[src/design/crcdle_pkg.sv]
// Shared constants, types and CRC functions for the CRC-16 DLE packet framer.
package crcdle_pkg;

  // Framing control codes.
  localparam logic [7:0] SOH_CODE = 8'h01;
  localparam logic [7:0] EOT_CODE = 8'h04;
  localparam logic [7:0] DLE_CODE = 8'h10;

  // One input byte expands to at most eight line bytes.
  localparam int MAX_OUT = 8;
  localparam int IDX_W   = $clog2(MAX_OUT);
  localparam int CNT_W   = $clog2(MAX_OUT + 1);

  // Line bytes caused by one input byte, slot 0 goes out first.
  typedef struct packed {
    logic [MAX_OUT-1:0][7:0] bytes;
    logic [CNT_W-1:0]        count;
    logic                    closes;
  } byte_seq_t;

  // Nibble table for polynomial 0x1021.
  function automatic logic [15:0] nib_tab(input logic [3:0] idx);
    logic [15:0] val;
    case (idx)
      4'h0: val = 16'h0000;
      4'h1: val = 16'h1021;
      4'h2: val = 16'h2042;
      4'h3: val = 16'h3063;
      4'h4: val = 16'h4084;
      4'h5: val = 16'h50A5;
      4'h6: val = 16'h60C6;
      4'h7: val = 16'h70E7;
      4'h8: val = 16'h8108;
      4'h9: val = 16'h9129;
      4'hA: val = 16'hA14A;
      4'hB: val = 16'hB16B;
      4'hC: val = 16'hC18C;
      4'hD: val = 16'hD1AD;
      4'hE: val = 16'hE1CE;
      default: val = 16'hF1EF;
    endcase
    return val;
  endfunction

  // One nibble step of the CRC.
  function automatic logic [15:0] crc_nibble(input logic [15:0] crc, input logic [3:0] nib);
    return nib_tab(crc[15:12] ^ nib) ^ {crc[11:0], 4'h0};
  endfunction

  // One byte of the CRC, high nibble first.
  function automatic logic [15:0] crc_byte(input logic [15:0] crc, input logic [7:0] b);
    return crc_nibble(crc_nibble(crc, b[7:4]), b[3:0]);
  endfunction

  // Bytes that need a DLE in front of them.
  function automatic logic needs_escape(input logic [7:0] b);
    return (b == SOH_CODE) || (b == EOT_CODE) || (b == DLE_CODE);
  endfunction

endpackage

[src/design/crc_dle_packet_framer_top.sv]
// Top level of the CRC-16 DLE packet framer.
// Path: an accepted item is held in the pending register, then loaded into the output shifter.
// Throughput: one line byte per cycle while out_ready is high; an item causes 1 to 8
// line bytes, sent over the single output byte port. One further item waits in a
// pending register while the output drains; after that the input stalls.
// Reset: synchronous rst clears the CRC to zero, closes the frame and empties both stages.
module crc_dle_packet_framer_top (
  input  logic       clk,
  input  logic       rst,
  input  logic       in_valid,
  output logic       in_ready,
  input  logic [7:0] data_byte,
  input  logic       first_byte,
  input  logic       last_byte,
  output logic       out_valid,
  input  logic       out_ready,
  output logic [7:0] out_byte,
  output logic       run_last,
  output logic       frame_end
);
  import crcdle_pkg::*;

  logic [15:0]      crc_accum;
  logic             in_frame;
  logic [15:0]      crc_accum_next;
  byte_seq_t        enc_seq;
  logic             pend_valid;
  byte_seq_t        pend_seq;
  logic [MAX_OUT-1:0][7:0] sh_bytes;
  logic [CNT_W-1:0] sh_cnt;
  logic             sh_closes;
  logic             in_fire;
  logic             out_fire;
  logic             sh_free;
  logic             pend_move;

  // Byte expansion and CRC step for the item on the input port.
  crcdle_encode u_encode (
    .data_byte  (data_byte),
    .open_frame (first_byte | ~in_frame),
    .last_byte  (last_byte),
    .crc_in     (crc_accum),
    .seq        (enc_seq),
    .crc_out    (crc_accum_next)
  );

  // Handshake control between pending register and output shifter.
  assign out_valid = (sh_cnt != '0);
  assign out_fire  = out_valid & out_ready;
  assign sh_free   = (sh_cnt == '0) | ((sh_cnt == CNT_W'(1)) & out_ready);
  assign pend_move = pend_valid & sh_free;
  assign in_ready  = ~pend_valid | pend_move;
  assign in_fire   = in_valid & in_ready;

  // Output fields come from the head of the shifter.
  assign out_byte  = sh_bytes[0];
  assign run_last  = (sh_cnt == CNT_W'(1));
  assign frame_end = (sh_cnt == CNT_W'(1)) & sh_closes;

  // Frame state and CRC advance on each input transfer.
  always_ff @(posedge clk) begin
    if (rst) begin
      crc_accum <= '0;
      in_frame  <= 1'b0;
    end else if (in_fire) begin
      crc_accum <= crc_accum_next;
      in_frame  <= ~last_byte;
    end
  end

  // Pending register holds one expanded item.
  always_ff @(posedge clk) begin
    if (rst) begin
      pend_valid <= 1'b0;
    end else if (in_fire) begin
      pend_valid <= 1'b1;
    end else if (pend_move) begin
      pend_valid <= 1'b0;
    end
  end

  always_ff @(posedge clk) begin
    if (in_fire) begin
      pend_seq <= enc_seq;
    end
  end

  // Output shifter: loads a pending item or moves one byte per transfer.
  always_ff @(posedge clk) begin
    if (rst) begin
      sh_cnt <= '0;
    end else if (pend_move) begin
      sh_cnt <= pend_seq.count;
    end else if (out_fire) begin
      sh_cnt <= sh_cnt - 1'b1;
    end
  end

  always_ff @(posedge clk) begin
    if (pend_move) begin
      sh_bytes  <= pend_seq.bytes;
      sh_closes <= pend_seq.closes;
    end else if (out_fire) begin
      sh_bytes[MAX_OUT-2:0] <= sh_bytes[MAX_OUT-1:1];
      sh_bytes[MAX_OUT-1]   <= '0;
    end
  end

endmodule

[src/design/crcdle_encode.sv]
// Expands one payload byte into its framed line bytes and advances the CRC.
module crcdle_encode (
  input  logic [7:0]             data_byte,
  input  logic                   open_frame,
  input  logic                   last_byte,
  input  logic [15:0]            crc_in,
  output crcdle_pkg::byte_seq_t  seq,
  output logic [15:0]            crc_out
);
  import crcdle_pkg::*;

  logic [15:0]      crc_upd;
  logic [CNT_W-1:0] idx;

  // CRC over the payload byte; a new frame starts the CRC from zero.
  assign crc_upd = crc_byte(open_frame ? 16'h0000 : crc_in, data_byte);
  assign crc_out = last_byte ? 16'h0000 : crc_upd;

  // Pack in order: SOH if opening, data, then CRC low, CRC high, EOT if last; a DLE before any byte needing escape.
  always_comb begin
    seq = '0;
    idx = '0;
    if (open_frame) begin
      seq.bytes[idx[IDX_W-1:0]] = SOH_CODE;
      idx = idx + 1'b1;
    end
    if (needs_escape(data_byte)) begin
      seq.bytes[idx[IDX_W-1:0]] = DLE_CODE;
      idx = idx + 1'b1;
    end
    seq.bytes[idx[IDX_W-1:0]] = data_byte;
    idx = idx + 1'b1;
    if (last_byte) begin
      if (needs_escape(crc_upd[7:0])) begin
        seq.bytes[idx[IDX_W-1:0]] = DLE_CODE;
        idx = idx + 1'b1;
      end
      seq.bytes[idx[IDX_W-1:0]] = crc_upd[7:0];
      idx = idx + 1'b1;
      if (needs_escape(crc_upd[15:8])) begin
        seq.bytes[idx[IDX_W-1:0]] = DLE_CODE;
        idx = idx + 1'b1;
      end
      seq.bytes[idx[IDX_W-1:0]] = crc_upd[15:8];
      idx = idx + 1'b1;
      seq.bytes[idx[IDX_W-1:0]] = EOT_CODE;
      idx = idx + 1'b1;
    end
    seq.count  = idx;
    seq.closes = last_byte;
  end

endmodule

[config.mk]
export PLATFORM = sky130hd
export DESIGN_NAME = crc_dle_packet_framer_top
export DESIGN_NICKNAME = d
export VERILOG_FILES = /design/src/design/crcdle_pkg.sv /design/src/design/crc_dle_packet_framer_top.sv /design/src/design/crcdle_encode.sv
export SDC_FILE = /design/constraint.sdc
export NUM_CORES = 1
export LEC_CHECK = 0
export ABC_AREA = 1
export BUFFER_PORTS_ARGS = -buffer_cell sky130_fd_sc_hd__buf_2
export CAP_MARGIN = 25
export CORE_MARGIN = 3
export CORE_UTILIZATION = 55
export CTS_CLUSTER_SIZE = 25
export DETAILED_ROUTE_END_ITERATION = 8
export PLACE_DENSITY = 0.72
export SLEW_MARGIN = 10
export SYNTH_ARGS = -nofsm -noshare
export SYNTH_HDL_FRONTEND = slang
export SYNTH_SLANG_ARGS = --single-unit
export TNS_END_PERCENT = 30
[constraint.sdc]
create_clock -name clk -period 5 [get_ports clk]
set_input_delay 1 -clock clk [delete_from_list [all_inputs] [get_ports clk]]
set_output_delay 1 -clock clk [all_outputs]
set_load 0.01 [all_outputs]
## Word level (Yosys, flattened, before mapping)

Memory sizes are Yosys's and may differ from the RTL's.
Cells that the tools add are included.

| storage, ports and cells | value |
|---|---|
| bits in registers | 156 |
| bits in read-only memories | 384 |
| output and inout port bits | 12 |
| logic and storage cells | 140 |
| memories | 2 |

Memory list:

| name | depth | bits a word | rd ports | clocked after Yosys merged registers in | write ports | line | RTL |
|---|---|---|---|---|---|---|---|
| (no name shown) | 16 | 12 | 1 | 0 | 0 | crcdle_pkg.sv:24 | `case (idx)` |
| (no name shown) | 16 | 12 | 1 | 0 | 0 | crcdle_pkg.sv:24 |  |

| operators by class | value |
|---|---|
| add/sub/neg operators | 8 |
| magnitude comparators | 14 |
| equal/unequal tests | 10 |
| muxes and demuxes | 39 |
| bitwise gates (word level) | 27 |
| reduce and logical (&&, ||, !) cells | 17 |

Operators with widths:

| operator | number |
|---|---|
| $mux 64 | 8 |
| $not 56->56 | 4 |
| $bwmux 64 | 3 |
| $and 56x56->56 | 3 |
| $demux 8 s3 | 7 |
| $and 7x56->56 | 1 |
| $mux 8 | 7 |
| $mux 16 | 2 |
| $mux 4 | 8 |
| $xor 16x16->16 | 2 |
| $add 4x1->4 const B | 6 |
| $eq 8x1->1 const B | 3 |
| $eq 8x3->1 const B | 3 |
| $eq 8x5->1 const B | 3 |
| $lt 3x4->1 const B | 6 |
| $or 8x8->8 | 3 |
| $ge 3x1->1 const B | 6 |
| $or 1x8->8 const A | 1 |
| $xor 4x4->4 | 2 |
| $logic_and 1x1->1 | 7 |
| $logic_or 1x1->1 | 6 |
| $and 1x1->1 | 5 |
| $eq 4x1->1 const B | 1 |
| $logic_not 4->1 | 1 |
| other kinds (9) | 17 |

## Longest topological paths before layout

An unclocked memory read counts as a cell.

| logic depth | value |
|---|---|
| word-level depth | 26 |
| gate-level depth with buffers | 26 |

## Cells and area by module

From an unflattened synthesis, not the netlist that was laid out.

| unflattened totals | value |
|---|---|
| cell total of the unflattened synthesis | 1158 |
| area, all modules | 9173.8 sq um |

Modules (own cells, without submodules):

| module | times used | cells each | area each (sq um) |
|---|---|---|---|
| crc_dle_packet_framer_top | 1 | 474 | 5843.1 |
| crcdle_encode | 1 | 684 | 3330.7 |

## Least setup slack after synthesis

OpenSTA, ideal clock, no wires.

| timing path | value |
|---|---|
| kind | in2reg |
| from | input data_byte[1] |
| to | register pend_seq[45] (netlist bit), data pin |
| setup time | 0.256 ns |
| data arrival time | 3.985 ns |
| path slack | 0.759 ns |
| stages | 21 |
| cells stage by stage | clkbuf_1 > inv_1 > nand3_1 > nand2_1 > nand2_2 > nand2_4 > nand2_1 > nand2_1 > nor2_1 > nand3_2 > fa_1 > buf_2 > xnor2_1 > o21ai_2 > inv_1 > ha_1 > inv_1 > nor2_1 > nand3_2 > o211ai_1 > inv_1 |

| between the ends | value |
|---|---|
| longest elaborated chain between the ends | 20 |
| elaborated cells between the ends (all ways) | 73 |
| those cells by class | add/sub: 5; order compare: 12; eq/ne: 9; mux: 26; bitwise: 8; reduce/logical: 12; memory: 1 |

RTL lines:

| item | line | RTL |
|---|---|---|
| start, declared | crc_dle_packet_framer_top.sv:12 | `input logic [7:0] data_byte,` |
| $eq 8x1->1 (tied with other cells) | crcdle_pkg.sv:57 | `return (b == SOH_CODE) \|\| (b == EOT_CODE) \|\| (b == DLE_CODE);` |
| $logic_or 1x1->1 / $mem_v2 16x12 (equally long branches) | - |  |
| $logic_or 1x1->1 / $xor 16x16->16 (equally long branches) | crcdle_pkg.sv:57, crcdle_pkg.sv:47 |  |
| $mux 4 (tied with other cells) | crcdle_encode.sv:27 | `if (needs_escape(data_byte)) begin` |
| $add 4x1->4 / $logic_or 1x1->1 (equally long branches) | crcdle_encode.sv:32, crcdle_pkg.sv:57 |  |
| $add 4x1->4 (tied with other cells) | crcdle_encode.sv:36 | `idx = idx + 1'b1;` |
| $mux 4 / $logic_and 1x1->1 (equally long branches) | crcdle_encode.sv:34, crcdle_encode.sv:35 |  |
| $mux 4 / $mux 8 (equally long branches) | crcdle_encode.sv:33, crcdle_encode.sv:35 |  |
| [4 not listed] | - |  |
| $add 4x1->4 (tied with other cells) | crcdle_encode.sv:45 | `idx = idx + 1'b1;` |
| $lt 3x4->1 (implied by the code) (tied with other cells) | crcdle_encode.sv:46 | `seq.bytes[idx[IDX_W-1:0]] = EOT_CODE;` |
| $logic_and 1x1->1 (implied by the code) / $and 56x56->56 (equally long branches) | - |  |
| $mux 8 (implied by the code) / $mux 64 (equally long branches) | crcdle_encode.sv:46, crcdle_encode.sv:40 |  |
| $demux 8 s3 / $mux 64 (equally long branches) | - |  |
| $not 56->56 (no line) / $bwmux 64 (equally long branches) | - |  |
| $and 56x56->56 (no line) | - |  |
| $mux 64 (*) | crcdle_encode.sv:33 | `if (last_byte) begin` |
| end signal, assigned | crc_dle_packet_framer_top.sv:84 | `pend_seq <= enc_seq;` |
| end, declared | crc_dle_packet_framer_top.sv:28 | `byte_seq_t pend_seq;` |

Mark *: on every way between the ends. The rest lies on a longest branch, timed or not. The select of a mux whose other input is x is not followed.
A chain may end at the register's enable or synchronous reset.

==> flow_summary_export.csv <==
group,metric,value,unit
sta,max_freq,215,MHz
status,status,"complete, no violations",
critical_path,critPathKind,"in -> reg",
critical_path,critical_path.slowest_cell,"sky130_fd_sc_hd__fa_1",
routing,drtAntennaViolNets,0,
synth,syn-num-nets,1111,
routing,vias_per_cell,5.71,
pwr,power_switching_share,0.354,
synth,yosys_register_bits,156,
floorplan,die-area,0.0176,mm^2
cts,total_number_of_clock_tree_sinks,156,
critical_path,crit-reg2reg-capture,"pend_seq[5]",
sta,final_max_slew_viol_count,0,
synth,synthDistinctLibCells,37,
synth,yosys_most_used_dff,"sky130_fd_sc_hd__edfxtp_1",
floorplan,floorplan.core_area,0.0154,mm^2
cts,clock-root-buffer,"sky130_fd_sc_hd__clkbuf_16",
pwr,max-vdd-ir-drop,336,uV
critical_path,rrSetupSlack,0.72,ns
critical_path,critical_path.endpoint,"pend_seq[5]",
routing,dr_drc_count,0,
sta,hold_violations,0,
cts,tritoncts,"done",
sta,worstMarginPinSlew,0.936,ns
sta,finalWorstPathRequiredPeriod,4.66,ns
critical_path,critPathBufInv,6,
floorplan,floorplan.rows,45,
pwr,power_per_cell_area,483,mW/mm^2
critical_path,worst_path_largest_cell_delay,0.70,ns
routing,drt_first_pass_iters,5,
critical_path,crit-reg2reg-launch,"in_frame",
grt,grt_util_all_layers,0.296,
placed_design,globalplace.congestion,1.02,
sta,worst_slack,0.345,ns
grt,first_global_vias,7139,
routing,routed_wire_length_per_instance,18.9,um
cts,cts_max_path_buffers,2,
sta,grt_setup_unrepaired,"no",
placed_design,port_buffers,25,
finish,diodes,0,
sta,final.period_utilization,0.931,
grt,grt.overflow.total,0,
sta,timing.setup.tns,0,ns
floorplan,floorplan.die.width,133,um
critical_path,path_common_cell,"sky130_fd_sc_hd__nand2_2",
pwr,seq_power_share,0.454,
synth,proportion_of_synthesized_chip_area_in_sequential_cells,0.506,
floorplan,io_pins,26,
floorplan,die_y,133,um
worst_hold_path,hp-class,"reg -> reg",
routing,detail_route.wirelength,25400,um
critical_path,critPathTopFamily,"simple AND/OR/NAND/NOR gates",
cts,post-cts-setup-buffers,0,
cts,clk_slew_on_worst_s_h_paths,0.07,ns
routing,initialDrtViolationCount,986,
cts,tritoncts.num_buffers,17,
critical_path,worst_ep_required_time,5.14,ns
synth,syn_area,0.00883,mm^2
placed_design,dp_slack,0.0300,ns
critical_path,critical_path_arrival,4.79,ns
critical_path,crit_chain,"buf_2, inv_2, nand4_1, nand2_2, inv_1, nand2_2, nand2_2, nand2_1, nand2_2, nor2_2, nand3_2, fa_1, inv_1, nand3_2, nand2_2, inv_2, ha_1, inv_1, nand3_2, nand3_2, nand3_1, o21ai_0",
pwr,power.leakage,4.36,nW
synth,ys_warn_count,0,
grt,largest_net_degree_at_the_start_of_global_routing,70,
critical_path,crit_path_end_kind,"register",
pwr,internal_power,3.07,mW
cts,cts_max_level,4,
grt,antenna_found_initial,0,
sta,maxSlewHeadroom,0.376,
finish,n_fill_cell,1358,
critical_path,path_max_fanout,14,
pwr,power_frac_clock,0.267,
grt,first_pass_grt_wire_length,39900,um
sta,final.setup_skew,0.0156,ns
placed_design,dp.final_hpwl,18600,um
synth,number_of_enable_type_register_cells_in_the_synthesized_netlist,134,
finish,final_layout_size_suffix_gt1_frac,0.140,
pwr,p_sw,1.68,mW
finish,finish.utilization,0.639,
pwr,comb_power_share,0.279,
sta,worst_hold_slack,0.425,ns
cts,hold_buffers,0,
sta,setup_viol,0,
finish,finish.net_count,1143,
critical_path,path_depth,22,
synth,postSynthAreaPerCell,8.12,um^2
cts,clock_insertion_delay_worst_skew,0.43,ns
cts,post_cts_resize_count,0,
critical_path,worstRegToRegCells,21,
synth,syn_inst,1087,
critical_path,start_kind,"input port",
routing,detailroute.via_count,7668,
finish,layout-area-overhead-vs-synth,11.6,%
critical_path,worstSetupStartpoint,"first_byte",
floorplan,floorplan.initialDensity,0.572,
job,drv.max_cap_violation_count,0,
synth,synthArstFlopShare,0,
==> power groups by stage <==
stage | Clock, mW | Combinational [mW] | Sequential [mW]
after CTS | 1.29 | 1.33 | 2.16
after floorplan | 0 | 0.929 | 2.16
after global routing | 1.35 | 1.49 | 2.19
after detailed placement | 0 | 1.32 | 2.19
final | 1.27 | 1.33 | 2.16
after global placement | 0 | 1.30 | 2.18
==> flip-flops by register name (all words and copies together) (netlist names) <==
register,count
pend_valid,1
sh_closes,1
crc_accum,16
sh_bytes,56
pend_seq,69
out_byte,8
in_frame,1
sh_cnt,4
==> per-stage QoR <==
| step | cells | area [um^2] | power, mW |
|---|---|---|---|
| after floorplan | 1087 | 8830 | 3.09 |
| after global placement | 1310 | 9240 | 3.48 |
| after detailed placement | 1311 | 9260 | 3.51 |
| after CTS | 1343 | 9850 | 4.78 |
| after global routing | 1343 | 9850 | 5.03 |
| final | 1343 | 9850 | 4.76 |
==> worst register-to-register path, cell delays in order (launching register included) <==
cell and delay, ns:
sky130_fd_sc_hd__dfxtp_1 0.31, sky130_fd_sc_hd__buf_4 0.21, sky130_fd_sc_hd__inv_1 0.11, sky130_fd_sc_hd__nor2_4 0.30, sky130_fd_sc_hd__nand3_1 0.20, sky130_fd_sc_hd__nand2_1 0.12
sky130_fd_sc_hd__nand2_2 0.08, sky130_fd_sc_hd__nand2_2 0.10, sky130_fd_sc_hd__nand2_1 0.05, sky130_fd_sc_hd__nor2_1 0.12, sky130_fd_sc_hd__nand3_2 0.15, sky130_fd_sc_hd__fa_1 0.70
sky130_fd_sc_hd__inv_1 0.12, sky130_fd_sc_hd__nand3_2 0.14, sky130_fd_sc_hd__nand2_2 0.13, sky130_fd_sc_hd__inv_2 0.12, sky130_fd_sc_hd__ha_1 0.27, sky130_fd_sc_hd__inv_1 0.12
sky130_fd_sc_hd__nand3_2 0.16, sky130_fd_sc_hd__nand3_2 0.24, sky130_fd_sc_hd__nand3_1 0.14, sky130_fd_sc_hd__o21ai_0 0.10
==> layout make-up <==
type / instances / area, um^2 / area share
Clock buffer: 17 / 425 / 0.0432
Clock inverter: 15 / 170 / 0.0173
Inverter: 112 / 420 / 0.0427
Multi-Input combinational cell: 771 / 3700 / 0.376
Sequential cell: 156 / 4460 / 0.453
Tap cell: 211 / 264 / 0.0268
Timing Repair Buffer: 61 / 408 / 0.0414
==> synthesized netlist by cell type (all sizes together), types with 9 or more instances <==
cell type | count | area, um^2
buf | 19 | 141
ha | 9 | 113
clkbuf | 29 | 109
nor2 | 86 | 353
dfxtp | 22 | 440
o211ai | 15 | 113
edfxtp | 134 | 4020
nand3 | 120 | 671
o21ai | 72 | 364
a21oi | 32 | 160
nand4 | 13 | 81.3
inv | 112 | 420
nand2 | 389 | 1560
==> worst min path at each step <==
stage	from	to	cells after the start
after floorplan	pend_seq[0]	sh_closes	0
after global placement	pend_seq[0]	sh_closes	0
after detailed placement	pend_seq[0]	sh_closes	0
after CTS	pend_seq[0]	sh_closes	0
after global routing	pend_seq[0]	sh_closes	0
final	pend_seq[0]	sh_closes	0
==> routing by layer <==
| layer | GRT usage | wire length [um] |
|---|---|---|
| met1 | 0.432 | 10800 |
| met2 | 0.436 | 11400 |
| met3 | 0.0639 | 2440 |
| met4 | 0.111 | 791 |
| met5 | 0 | 0 |
==> cell usage in the layout (no fill, tap or decap), types with 9 or more instances in the layout <==
cell,instances
sky130_fd_sc_hd__nand4_1,13
sky130_fd_sc_hd__nand3_1,106
sky130_fd_sc_hd__a21oi_1,32
sky130_fd_sc_hd__o211ai_1,15
sky130_fd_sc_hd__o21ai_1,13
sky130_fd_sc_hd__clkbuf_16,17
sky130_fd_sc_hd__nand3_2,14
sky130_fd_sc_hd__inv_2,13
sky130_fd_sc_hd__inv_1,99
sky130_fd_sc_hd__buf_2,25
sky130_fd_sc_hd__nor2_1,79
sky130_fd_sc_hd__buf_4,35
sky130_fd_sc_hd__edfxtp_1,134
sky130_fd_sc_hd__o21ai_0,58
sky130_fd_sc_hd__nand2_2,23
sky130_fd_sc_hd__dfxtp_1,22
sky130_fd_sc_hd__ha_1,9
sky130_fd_sc_hd__nand2_1,361
==> kinds of logic after synthesis <==
group | share of synthesized area
and+or+nand+nor | 0.308
buffers and inverters | 0.0760
DFF | 0.506
AOI/OAI and AO/OA | 0.0896
adders and majority gates | 0.0150
xor gates and xnor gates | 0.00595
No activity file was read; power rests on OpenSTA's default activity.
